[config.mk]
export PLATFORM = sky130hd
export DESIGN_NAME = lpt_div_stage
export DESIGN_NICKNAME = d
export VERILOG_FILES = /design/src/hdl/lpt_pkg.sv /design/src/hdl/lpt_div_stage.sv
export SDC_FILE = /design/constraint.sdc
export NUM_CORES = 1
export LEC_CHECK = 0
export BUFFER_PORTS_ARGS = -buffer_cell sky130_fd_sc_hd__buf_2
export CAP_MARGIN = 20
export CORE_AREA = 2 2 176 178
export CTS_CLUSTER_DIAMETER = 150
export DETAILED_ROUTE_END_ITERATION = 6
export DIE_AREA = 0 0 178 180
export GPL_TIMING_DRIVEN = 0
export PLACE_DENSITY_LB_ADDON = 0.05
export SLEW_MARGIN = 5
export SYNTH_ARGS = -nofsm -noshare
export SYNTH_HDL_FRONTEND = slang
export SYNTH_SLANG_ARGS = --single-unit
export TNS_END_PERCENT = 50
[constraint.sdc]
create_clock -name clock -period 5.95 [get_ports clock]
set_input_delay 1.19 -clock clock [delete_from_list [all_inputs] [get_ports clock]]
set_output_delay 1.19 -clock clock [all_outputs]
set_load 0.005 [all_outputs]
[src/hdl/lpt_pkg.sv]
`default_nettype none
package lpt_pkg;

   // field widths
   localparam int PixW   = 16;
   localparam int WordW  = 32;
   localparam int StatW  = 2;
   localparam int AddrW  = 5;
   localparam int IdxW   = AddrW - 2;

   // internal widths
   localparam int DiffW  = PixW + 1;             // u - cx
   localparam int PixMulW = DiffW + WordW + 1;   // (u - cx) * inv_f
   localparam int NormW  = PixMulW - 16;         // Xn, Yn in Q.20
   localparam int TermW  = WordW + NormW;        // a0 * Xn in Q.44
   localparam int DenW   = 62;                   // D in Q.40
   localparam int MagW   = DenW - 1;             // |D|
   localparam int DivSteps = 33;                 // quotient bits of |a2| * 2^41 / |D|
   localparam int ProdW  = NormW + WordW;        // Xn * Zc in Q.36
   localparam int ScaleW = ProdW - 20;           // rounded to Q16.16

   localparam logic signed [DenW-1:0] OneQ40 = DenW'(64'h0000_0100_0000_0000);

   // register map
   localparam logic [IdxW-1:0] REG_INV_FX   = 3'd0;
   localparam logic [IdxW-1:0] REG_INV_FY   = 3'd1;
   localparam logic [IdxW-1:0] REG_CENTER_X = 3'd2;
   localparam logic [IdxW-1:0] REG_CENTER_Y = 3'd3;
   localparam logic [IdxW-1:0] REG_SLOPE_X  = 3'd4;
   localparam logic [IdxW-1:0] REG_SLOPE_Y  = 3'd5;
   localparam logic [IdxW-1:0] REG_OFFSET   = 3'd6;

   localparam logic [WordW-1:0] InvFocalReset = 32'd4294967;
   localparam logic [PixW-1:0]  CenterXReset  = 16'd10240;
   localparam logic [PixW-1:0]  CenterYReset  = 16'd7680;

   // status codes
   localparam logic [StatW-1:0] STATUS_OK       = 2'd0;
   localparam logic [StatW-1:0] STATUS_PARALLEL = 2'd1;
   localparam logic [StatW-1:0] STATUS_SAT      = 2'd2;

   typedef struct packed {
      logic [PixW-1:0] pixel_u;
      logic [PixW-1:0] pixel_v;
   } req_word_type;

   typedef struct packed {
      logic signed [WordW-1:0] cam_x;
      logic signed [WordW-1:0] cam_y;
      logic signed [WordW-1:0] cam_z;
      logic [StatW-1:0]        status;
   } rsp_word_type;

   typedef struct packed {
      logic [WordW-1:0]        inv_focal_x;
      logic [WordW-1:0]        inv_focal_y;
      logic [PixW-1:0]         center_x;
      logic [PixW-1:0]         center_y;
      logic signed [WordW-1:0] plane_slope_x;
      logic signed [WordW-1:0] plane_slope_y;
      logic signed [WordW-1:0] plane_offset;
   } cfg_type;

   typedef struct packed {
      logic signed [NormW-1:0] xn;
      logic signed [NormW-1:0] yn;
   } norm_type;

   typedef struct packed {
      norm_type                norm;
      logic                    parallel;
      logic                    neg;
      logic                    ovf;
      logic [MagW-1:0]         dmag;
      logic [MagW-1:0]         rem;
      logic [DivSteps-1:0]     quot;
   } div_type;

endpackage
`default_nettype wire

[src/hdl/lpt_div_stage.sv]
`default_nettype none
module lpt_div_stage (
   input  logic             clock,
   input  logic             reset,
   input  logic             en,
   input  logic             in_valid,
   input  lpt_pkg::div_type in_div,
   output logic             out_valid,
   output lpt_pkg::div_type out_div
);
   import lpt_pkg::*;

   logic            valid_ff;
   div_type         div_ff, div_in;
   logic [MagW:0]   two_r;
   logic [MagW:0]   diff;
   logic            ge;

   // one restoring step: one quotient bit
   always_comb begin
      two_r = {in_div.rem, 1'b0};
      diff  = two_r - {1'b0, in_div.dmag};
      ge    = (two_r >= {1'b0, in_div.dmag});
      div_in      = in_div;
      div_in.rem  = ge ? diff[MagW-1:0] : two_r[MagW-1:0];
      div_in.quot = {in_div.quot[DivSteps-2:0], ge};
   end

   always_ff @(posedge clock) begin
      if (reset) begin
         valid_ff <= 1'b0;
      end else if (en) begin
         valid_ff <= in_valid;
      end
   end

   always_ff @(posedge clock) begin
      if (en) begin
         div_ff <= div_in;
      end
   end

   assign out_valid = valid_ff;
   assign out_div   = div_ff;

endmodule
`default_nettype wire

==> results of run 1 <==
==> synth_stat cells (all sizes together) (9+ instances only) <==
| cell | instances |
|---|---|
| edfxtp | 226 |
| nand2 | 112 |
| o21ai | 95 |
| a21oi | 89 |
| inv | 78 |
| ha | 61 |
| clkbuf | 36 |
| nor2 | 36 |
| xnor2 | 30 |
| a21o | 27 |
| xor2 | 26 |
| nand3 | 23 |
| nand4 | 23 |
| o21bai | 14 |
| nor3 | 10 |
| o21a | 9 |
==> layer usage <==
metal,GRT usage,share of wire,up-vias
li1,-,-,4618
met1,0.2753,0.41,4397
met2,0.3743,0.48,323
met3,0.06451,0.083,59
met4,0.06787,0.028,6
met5,0,0.0010,-
==> registers in the layout, summed over array words and instances (netlist names) <==
signal,count
out_div,226
out_valid,1
==> logic make-up (layout without fill, tap and decap cells) <==
kind of cell,count (synthesis),after routing,share of synthesized area
AOI/OAI and AO/OA,281,281,0.1467
xor gates and xnor gates,56,56,0.04287
adders and majority gates,62,62,0.06847
buffers and inverters,122,624,0.04309
DFF,227,227,0.5950
muxes,5,5,0.006125
other,0,4,0
and+or+nand+nor,241,241,0.09778
==> final cells by class <==
cell class                      count  area, µm²  area share
Antenna cell                        4      10.01   0.0006652
Buffer                             44      200.2     0.01330
Clock buffer                       28      636.9     0.04233
Clock inverter                     17      122.6    0.008149
Inverter                           78      292.8     0.01946
Multi-Input combinational cell    645       4140      0.2752
Sequential cell                   227       6807      0.4524
Tap cell                          396      495.5     0.03293
Timing Repair Buffer              457       2342      0.1557
==> critical path, cell delays in order <==
cell and delay (ns):
buf_2 0.09, inv_1 0.05, ha_1 0.27, clkbuf_1 0.26, nand2_1 0.11, o21ai_0 0.39
a41oi_1 0.15, o41ai_1 0.57, and3_1 0.28, o31ai_1 0.12, nor2b_4 0.16, o31a_1 0.27
buf_6 0.15, clkbuf_1 0.28, nand2_1 0.14, o21ai_0 0.11
==> report_power, final <==
group          internal [mW]  switching (mW)  total (mW)
clock                  0.814           0.643        1.46
sequential              1.96          0.0360        1.99
combinational          0.365           0.512       0.877
total                   3.13            1.19        4.33
==> stage by stage <==
| step | instances | instance area [µm²] |
|---|---|---|
| CTS | 1892 | 15040 |
| finish | 1896 | 15050 |
| global placement | 1845 | 14210 |
| detailed placement | 1847 | 14280 |
| floorplan | 994 | 11440 |
| global route | 1894 | 15040 |
==> worst min-delay path by stage <==
stage	endpoint	slack, ns
2_1_floorplan	out_valid$_SDFFE_PP0P_	0.48
3_3_place_gp	out_valid$_SDFFE_PP0P_	0.48
3_5_place_dp	out_valid$_SDFFE_PP0P_	0.49
4_1_cts	out_valid$_SDFFE_PP0P_	0.50
5_1_grt	out_valid$_SDFFE_PP0P_	0.54
6_report	out_valid$_SDFFE_PP0P_	0.49
==> impl_metrics.json, run 1 <==
{
  "postCtsSetupBuffers": 0,
  "timing.rr.end": "out_valid$_SDFFE_PP0P_",
  "fin_skew_ns": 0,
  "cts_tree": "built",
  "ys_warn_count": 0,
  "clk_latency_ns": 0.53,
  "grt_max_degree": 98,
  "via_per_inst": 4.959,
  "cts.sinks": 227,
  "setup_viol_count_final": 0,
  "period_share": 0.7315,
  "die_h_um": 180,
  "p_total_mw": 4.326,
  "clk_pin_slew_ns": 0.06,
  "tightest_slew_ns": 0.8214,
  "num_vias": 9403,
  "min_path_cells": 2,
  "final_hold_viol_count": 0,
  "start_kind": "input port",
  "yosys.area.top_type": "edfxtp_1",
  "drc": 0,
  "ioPinCount": 457,
  "slew_violations": 0,
  "hp-class": "flop to flop",
  "r2r_slack_ns": 5.38,
  "worstPathMaxFanout": 10,
  "rr_worst_depth": 2,
  "hold_ws_ns": 0.4943,
  "cp.arrival_ns": 4.60,
  "die_area_um2": 32040,
  "synth_edf_count": 226,
  "drtIter0Drc": 419,
  "fmax_ghz": 0.2298,
  "yosysSeqAreaShare": 0.5950,
  "cp-startpoint": "in_div[123]",
  "synthFlopType": "edfxtp_1",
  "place_congestion": 0.8972,
  "outcome": "complete, no violations",
  "syn_nets": 1286,
  "final_util": 0.4984,
  "relSlewSlack": 0.4454,
  "wl_per_cell_um": 19.55,
  "root_buffer": "clkbuf_16",
  "r2r_start": "out_valid$_SDFFE_PP0P_",
  "syn_avg_cell_area_um2": 11.51,
  "async_reset_ff_frac": 0,
  "cts-resized-gates": 0,
  "netlist_top_cells_area": "edfxtp_1 (59%), ha_1 (6.7%), a21oi_1 (3.9%)",
  "initial_core_util": 0.3789,
  "fp-row-count": 64,
  "post-place-ws_ns": 1.044,
  "maxCapViolCount": 0,
  "pwr_density_cell_nw_per_um2": 287.5,
  "dieWidth_um": 178,
  "numPortBuffers": 455,
  "yosysUniqueCellTypes": 55,
  "critPathKind": "input port to flop",
  "track_usage": 0.2226,
  "syn_area_um2": 11440,
  "overflow": 0,
  "mostFrequentLayoutCell": "buf_2",
  "finalWorstSetupSlack_ns": 1.597,
  "postCtsHoldBufs": 0,
  "drtAntennaViolNets": 0,
  "numCtsBuffers": 25,
  "area.growth.synth_to_final_pct": 31.53,
  "dpl.hpwl_um": 29670,
  "period_needed_ns": 4.353,
  "grt_pass1_wl_um": 54270,
  "n_fill_cell": 2919,
  "drtPass1Iterations": 5,
  "grt_pass1_vias": 9228,
  "synthCells": 994,
  "finalSetupTns_ns": 0,
  "critPathCapture": "out_div[59]$_DFFE_PP_",
  "synth_seq_cells": 227,
  "drt-total-wl_um": 37070,
  "drive_gt1_frac": 0.3429,
  "worstSetupEndpointType": "flop",
  "crit_required_ns": 6.20,
  "mostFrequentLayoutCells": "buf_2 (458), edfxtp_1 (226), nand2_1 (112)",
  "peakVddDrop_uv": 216.3,
  "antenna_found_initial": 7,
  "nets": 1770,
  "h-tree-depth": 1,
  "rsz0062_at_grt": "false",
  "power_leakage_nw": 6.605,
  "min_from": "out_valid$_SDFFE_PP0P_",
  "clockBufferDepth": 3,
  "synth_top_area_share": 0.5932,
  "core_area_um2": 30190
}
No activity file was read; power rests on OpenSTA's default activity.
==> run 2, diff against run 1 <==
--- a/config.mk
+++ b/config.mk
@@ -7,10 +7,10 @@
 export LEC_CHECK = 0
 export BUFFER_PORTS_ARGS = -buffer_cell sky130_fd_sc_hd__buf_2
 export CAP_MARGIN = 20
-export CORE_AREA = 2 2 176 178
+export CORE_AREA = 2 2 180 182
 export CTS_CLUSTER_DIAMETER = 150
 export DETAILED_ROUTE_END_ITERATION = 6
-export DIE_AREA = 0 0 178 180
+export DIE_AREA = 0 0 182 184
 export GPL_TIMING_DRIVEN = 0
 export PLACE_DENSITY_LB_ADDON = 0.05
 export SLEW_MARGIN = 5
==> constraint.sdc (replaced) <==
create_clock -name clock -period 3.81 [get_ports clock]
set_input_delay 0.762 -clock clock [delete_from_list [all_inputs] [get_ports clock]]
set_output_delay 0.762 -clock clock [all_outputs]
set_load 0.005 [all_outputs]
==> impl_metrics.json, run 2 (synthesized netlist as in run 1, its figures left out) <==
{
  "numPortBuffers": 455,
  "tightest_slew_ns": 0.6549,
  "area.growth.synth_to_final_pct": 32.71,
  "period_needed_ns": 3.645,
  "slew_violations": 0,
  "fin_cells": 1897,
  "hp-class": "input port to flop",
  "track_usage": 0.2096,
  "postPlaceCellArea_um2": 14290,
  "outcome": "complete, no violations",
  "worstSetupEndpointType": "flop",
  "antenna_found_initial": 2,
  "largest_register_ffs": 226,
  "period_share": 0.9568,
  "dieWidth_um": 182,
  "grt_max_degree": 83,
  "mostFrequentLayoutCell": "buf_2",
  "peakVddDrop_uv": 306.6,
  "cp-startpoint": "in_div[33]",
  "cp.depth": 13,
  "start_kind": "input port",
  "core_area_um2": 31390,
  "rr_worst_depth": 2,
  "clk_latency_ns": 0.54,
  "stdcell_area_um2": 15180,
  "maxCapViolCount": 0,
  "crit_top_cell": "o21ai_1",
  "cp.arrival_ns": 3.93,
  "cp_slowest_cell": "a2111oi_2",
  "nets": 1765,
  "post-place-ws_ns": -0.6995,
  "critPathTopFamily": "compound AO/OA/AOI/OAI gates",
  "fmax_ghz": 0.2743,
  "relSlewSlack": 0.5601,
  "grt_pass1_wl_um": 53850,
  "pwr_density_cell_nw_per_um2": 459.9,
  "drtAntennaViolNets": 0,
  "root_buffer": "clkbuf_16",
  "final_util": 0.4836,
  "dp.cells": 1853,
  "overflow": 0,
  "multi_input_area_um2": 4192,
  "finalSetupTns_ns": 0,
  "fp-row-count": 65,
  "h-tree-depth": 1,
  "dpl.hpwl_um": 29340,
  "crit_chain": "buf_2 > inv_1 > fa_1 > nand2b_1 > a211oi_2 > o21bai_1 > a2111oi_2 > nor3_1 > o31ai_2 > o21ai_1 > o311ai_1 > xnor2_1 > o21ai_1",
  "mostFrequentLayoutCells": "buf_2 (458), edfxtp_1 (226), nand2_1 (112)",
  "crit_path_max_incr_delay_ns": 0.50,
  "num_vias": 9371,
  "critPathKind": "input port to flop",
  "p_total_mw": 6.983,
  "r2r_slack_ns": 3.24,
  "r2r_start": "out_valid$_SDFFE_PP0P_",
  "finalWorstSetupSlack_ns": 0.1648,
  "critPathCapture": "out_div[83]$_DFFE_PP_",
  "wl_per_cell_um": 19.47,
  "drc": 0,
  "register_area_um2": 6807,
  "drtPass1Iterations": 5,
  "n_fill_cell": 2987,
  "drt-total-wl_um": 36930,
  "initial_core_util": 0.3644,
  "fin_skew_ns": 0,
  "die_area_um2": 33490,
  "crit_buf_inv": 2,
  "postCtsSetupBuffers": 0,
  "grt_pass1_vias": 9204,
  "setup_viol_count_final": 0,
  "drive_gt1_frac": 0.3608,
  "ioPinCount": 457,
  "place_congestion": 0.8772,
  "rsz0062_at_grt": "false",
  "die_h_um": 184,
  "worstPathMaxFanout": 3,
  "postCtsHoldBufs": 0,
  "power_leakage_nw": 6.674,
  "crit_required_ns": 4.10,
  "final_hold_viol_count": 0,
  "hold_ws_ns": 0.3740,
  "numCtsBuffers": 27,
  "timing.rr.end": "out_valid$_SDFFE_PP0P_",
  "clockBufferDepth": 3,
  "cts_tree": "built",
  "drtIter0Drc": 556,
  "via_per_inst": 4.940,
  "clk_pin_slew_ns": 0.06,
  "cts.sinks": 227
}
## run 2: cell count changes in the layout (fill, tap and decap cells not counted), moves of 2 or more
| cell | before | now |
|---|---|---|
| a21oi_1 | 89 | 80 |
| clkbuf_2 | 0 | 9 |
| a21oi_2 | 0 | 9 |
| clkbuf_16 | 25 | 27 |
| diode_2 | 4 | 1 |
| clkinvlp_4 | 2 | 4 |
| clkbuf_1 | 39 | 22 |
## run 2: area by class of cell
cell class              instances  area share
well taps                     402     0.03313
diodes                          1   0.0001648
repair buffers                457      0.1543
inverters                      78     0.01928
clock inverters                21     0.01129
flip-flops and latches        227      0.4483
multi-input cells             645      0.2761
plain buffers                  37     0.01244
clock buffers                  29     0.04500
## run 2: worst register-to-register path, cell delays in order, from the launching register on
cell and delay [ns]:
dfxtp_1 0.31, mux2i_1 0.12, nor2_1 0.05
## run 2: layer usage
layer,part of all wire,up-vias,track usage
li1,-,4612,-
met1,0.41,4381,0.2530
met2,0.50,330,0.3748
met3,0.072,46,0.05170
met4,0.022,2,0.05323
met5,0.00035,-,0
## run 2: power by group
part	total (mW)	internal, mW	switching [mW]
registers	3.11	3.05	0.0535
logic	1.38	0.577	0.808
clock network	2.49	1.43	1.06
total	6.98	5.07	1.92
## run 2: how the worst min path moves through the flow
stage / slack (ns) / startpoint / endpoint / cells past startpoint
6_report: 0.37 / reset / out_valid$_SDFFE_PP0P_ / 2
2_1_floorplan: 0.48 / out_valid$_SDFFE_PP0P_ / out_valid$_SDFFE_PP0P_ / 2
3_3_place_gp: 0.47 / out_valid$_SDFFE_PP0P_ / out_valid$_SDFFE_PP0P_ / 2
5_1_grt: 0.35 / reset / out_valid$_SDFFE_PP0P_ / 2
4_1_cts: 0.35 / reset / out_valid$_SDFFE_PP0P_ / 2
3_5_place_dp: 0.49 / out_valid$_SDFFE_PP0P_ / out_valid$_SDFFE_PP0P_ / 2
## run 2: repair_timing
action                     CTS  global route
setup endpoints to repair   47            62
pin swaps                    0             1
resized for setup            7            20
==> run 3, diff against run 2 <==
--- a/config.mk
+++ b/config.mk
@@ -5,12 +5,13 @@
 export SDC_FILE = /design/constraint.sdc
 export NUM_CORES = 1
 export LEC_CHECK = 0
+export ABC_AREA = 1
 export BUFFER_PORTS_ARGS = -buffer_cell sky130_fd_sc_hd__buf_2
 export CAP_MARGIN = 20
-export CORE_AREA = 2 2 180 182
+export CORE_MARGIN = 2
+export CORE_UTILIZATION = 46
 export CTS_CLUSTER_DIAMETER = 150
 export DETAILED_ROUTE_END_ITERATION = 6
-export DIE_AREA = 0 0 182 184
 export GPL_TIMING_DRIVEN = 0
 export PLACE_DENSITY_LB_ADDON = 0.05
 export SLEW_MARGIN = 5
==> impl_metrics.json, run 3 <==
{
  "relSlewSlack": 0.6612,
  "antenna_found_initial": 2,
  "r2r_start": "out_valid$_SDFFE_PP0P_",
  "peakVddDrop_uv": 331.7,
  "yosysSeqAreaShare": 0.4939,
  "outcome": "complete, no violations",
  "maxCapViolCount": 0,
  "clk_latency_ns": 0.52,
  "sw_frac_of_total": 0.2923,
  "start_kind": "input port",
  "yosysUniqueCellTypes": 37,
  "yosys.area.top_type": "edfxtp_1",
  "synth_seq_cells": 227,
  "power_leakage_nw": 9.320,
  "yosysMostFrequentCell": "nand2_1",
  "drc": 0,
  "yosys-top-cells-count": "nand2_1 (637), inv_1 (364), edfxtp_1 (226), nand3_1 (136), nor2_1 (102)",
  "fmax_ghz": 0.3430,
  "numPortBuffers": 455,
  "cts_tree": "built",
  "die_area_um2": 31360,
  "drtAntennaViolNets": 0,
  "timing.rr.end": "out_valid$_SDFFE_PP0P_",
  "drtIter0Drc": 981,
  "wl_per_cell_um": 17.85,
  "via_per_inst": 4.820,
  "power.switching_mw": 2.025,
  "async_reset_ff_frac": 0,
  "rsz0062_at_grt": "false",
  "mostFrequentLayoutCells": "nand2_1 (637), buf_2 (459), inv_1 (364)",
  "r2r_slack_ns": 3.21,
  "p_comb_frac": 0.236,
  "cts.sinks": 227,
  "cp.arrival_ns": 3.29,
  "cts-resized-gates": 0,
  "fp-row-count": 63,
  "finalWorstSetupSlack_ns": 0.8945,
  "hp-class": "input port to flop",
  "h-tree-depth": 1,
  "rr_worst_depth": 2,
  "grt_pass1_vias": 11970,
  "postCtsSetupBuffers": 0,
  "syn_avg_cell_area_um2": 7.998,
  "drtPass1Iterations": 6,
  "post-place-ws_ns": 0.3762,
  "overflow": 0,
  "mostFrequentLayoutCell": "nand2_1",
  "postCtsHoldBufs": 0,
  "min_from": "reset",
  "largest_register_ffs": 226,
  "area.growth.synth_to_final_pct": 25.83,
  "syn_nets": 2015,
  "dpl.hpwl_um": 38980,
  "slew_violations": 0,
  "power_frac_clock": 0.316,
  "die_h_um": 177.1,
  "fin_skew_ns": 0,
  "ys_warn_count": 0,
  "period_needed_ns": 2.916,
  "finalSetupTns_ns": 0,
  "grt_pass1_wl_um": 68230,
  "grt_max_degree": 102,
  "core_area_um2": 29560,
  "dieWidth_um": 177.1,
  "critPathKind": "input port to flop",
  "crit_required_ns": 4.19,
  "clk_pin_slew_ns": 0.06,
  "seqPwrFrac": 0.448,
  "p_int_mw": 4.902,
  "final_hold_viol_count": 0,
  "num_vias": 12600,
  "tightest_slew_ns": 0.5082,
  "synthCells": 1723,
  "initial_core_util": 0.4662,
  "drt-total-wl_um": 46690,
  "period_share": 0.7652,
  "place_congestion": 0.9356,
  "setup_viol_count_final": 0,
  "fin_cells": 2615,
  "dp.cells": 2570,
  "cp-startpoint": "in_div[33]",
  "synth_edf_count": 226,
  "synth_top_area_share": 0.4925,
  "numCtsBuffers": 24,
  "drive_gt1_frac": 0.2519,
  "synthFlopType": "edfxtp_1",
  "worstSetupEndpointType": "flop",
  "clockBufferDepth": 3,
  "syn_area_um2": 13780,
  "root_buffer": "clkbuf_16",
  "nets": 2498,
  "ioPinCount": 457,
  "netlist_top_cells_area": "edfxtp_1 (49%), nand2_1 (17%), inv_1 (9.9%)",
  "track_usage": 0.2891,
  "critPathCapture": "out_div[89]$_DFFE_PP_",
  "worstPathMaxFanout": 10,
  "pwr_density_cell_nw_per_um2": 399.5
}
[run 3: changes by cell type in the layout (fill, tap and decap cells not counted), moves of 15 or more]
cell	delta
a21oi_1	-39
nand3_1	+113
nor2_1	+66
a21o_1	-26
o21ai_0	-73
nand2_1	+525
inv_1	+286
xnor2_1	-28
clkbuf_1	-15
[run 3: worst min-delay path by stage]
stage	cells after the start	slack (ns)	to
4_1_cts	1	0.39	out_div[171]$_DFFE_PP_
3_3_place_gp	2	0.48	out_valid$_SDFFE_PP0P_
6_report	2	0.40	out_valid$_SDFFE_PP0P_
5_1_grt	1	0.40	out_div[171]$_DFFE_PP_
2_1_floorplan	2	0.48	out_valid$_SDFFE_PP0P_
3_5_place_dp	2	0.52	out_valid$_SDFFE_PP0P_
[run 3: per-stage QoR]
step | area, µm² | util | power, mW | hold WS (ns)
finish | 17340 | 0.5866 | 6.927 | 0.4001
global route | 17340 | 0.5866 | 7.251 | 0.3967
CTS | 17340 | 0.5865 | 6.979 | 0.3895
detailed placement | 16610 | 0.5619 | 4.778 | 0.5244
global placement | 16550 | 0.5597 | 4.772 | 0.4823
floorplan | 13780 | - | 4.000 | 0.4850
[run 3: area by class of cell]
type / instances / area [µm²]
clock buffer: 32 / 651.9
buffer: 18 / 165.2
timing repair buffer: 457 / 2342
fill: 2836 / 12220
inverter: 373 / 1400
multi-input combinational: 1105 / 5409
antenna: 2 / 5.005
clock inverter: 11 / 72.57
sequential: 227 / 6807
tap: 390 / 488.0
[run 3: power groups by stage]
stage	logic, mW	registers (mW)	clock network, mW
floorplan	0.803	3.20	0
global placement	1.61	3.17	0
detailed placement	1.62	3.15	0
CTS	1.63	3.11	2.24
global route	1.81	3.13	2.31
finish	1.63	3.10	2.19
[run 3: metal layers]
metal  up-vias  track usage  share of wire
li1       6367            -              -
met1      5684       0.3920           0.43
met2       485       0.4791           0.46
met3        68      0.04274          0.079
met4         0      0.08781          0.029
met5         -            0              0
[run 3: worst max-delay path, cell delays in order]
cell     delay [ns]
buf_2          0.09
inv_1          0.06
fa_1           0.46
inv_1          0.11
nand3_1        0.09
nand2_2        0.14
nand2_1        0.07
nand2_1        0.18
nand2_1        0.07
nand2_1        0.16
nand2_1        0.07
nand2_1        0.18
nand2_1        0.13
nand3_4        0.17
buf_6          0.20
nand3_1        0.20
nand2_1        0.13
[run 3: cell families (layout without fill, tap and decap cells)]
logic type | count (synthesis) | in the layout | share of synthesized area
AOI/OAI and AO/OA | 54 | 54 | 0.02070
xor gates and xnor gates | 31 | 31 | 0.01970
adders and majority gates | 62 | 62 | 0.05684
buffers and inverters | 391 | 891 | 0.1136
DFF | 227 | 227 | 0.4939
muxes | 1 | 1 | 0.0007264
other | 0 | 2 | 0
and+or+nand+nor | 957 | 957 | 0.2945
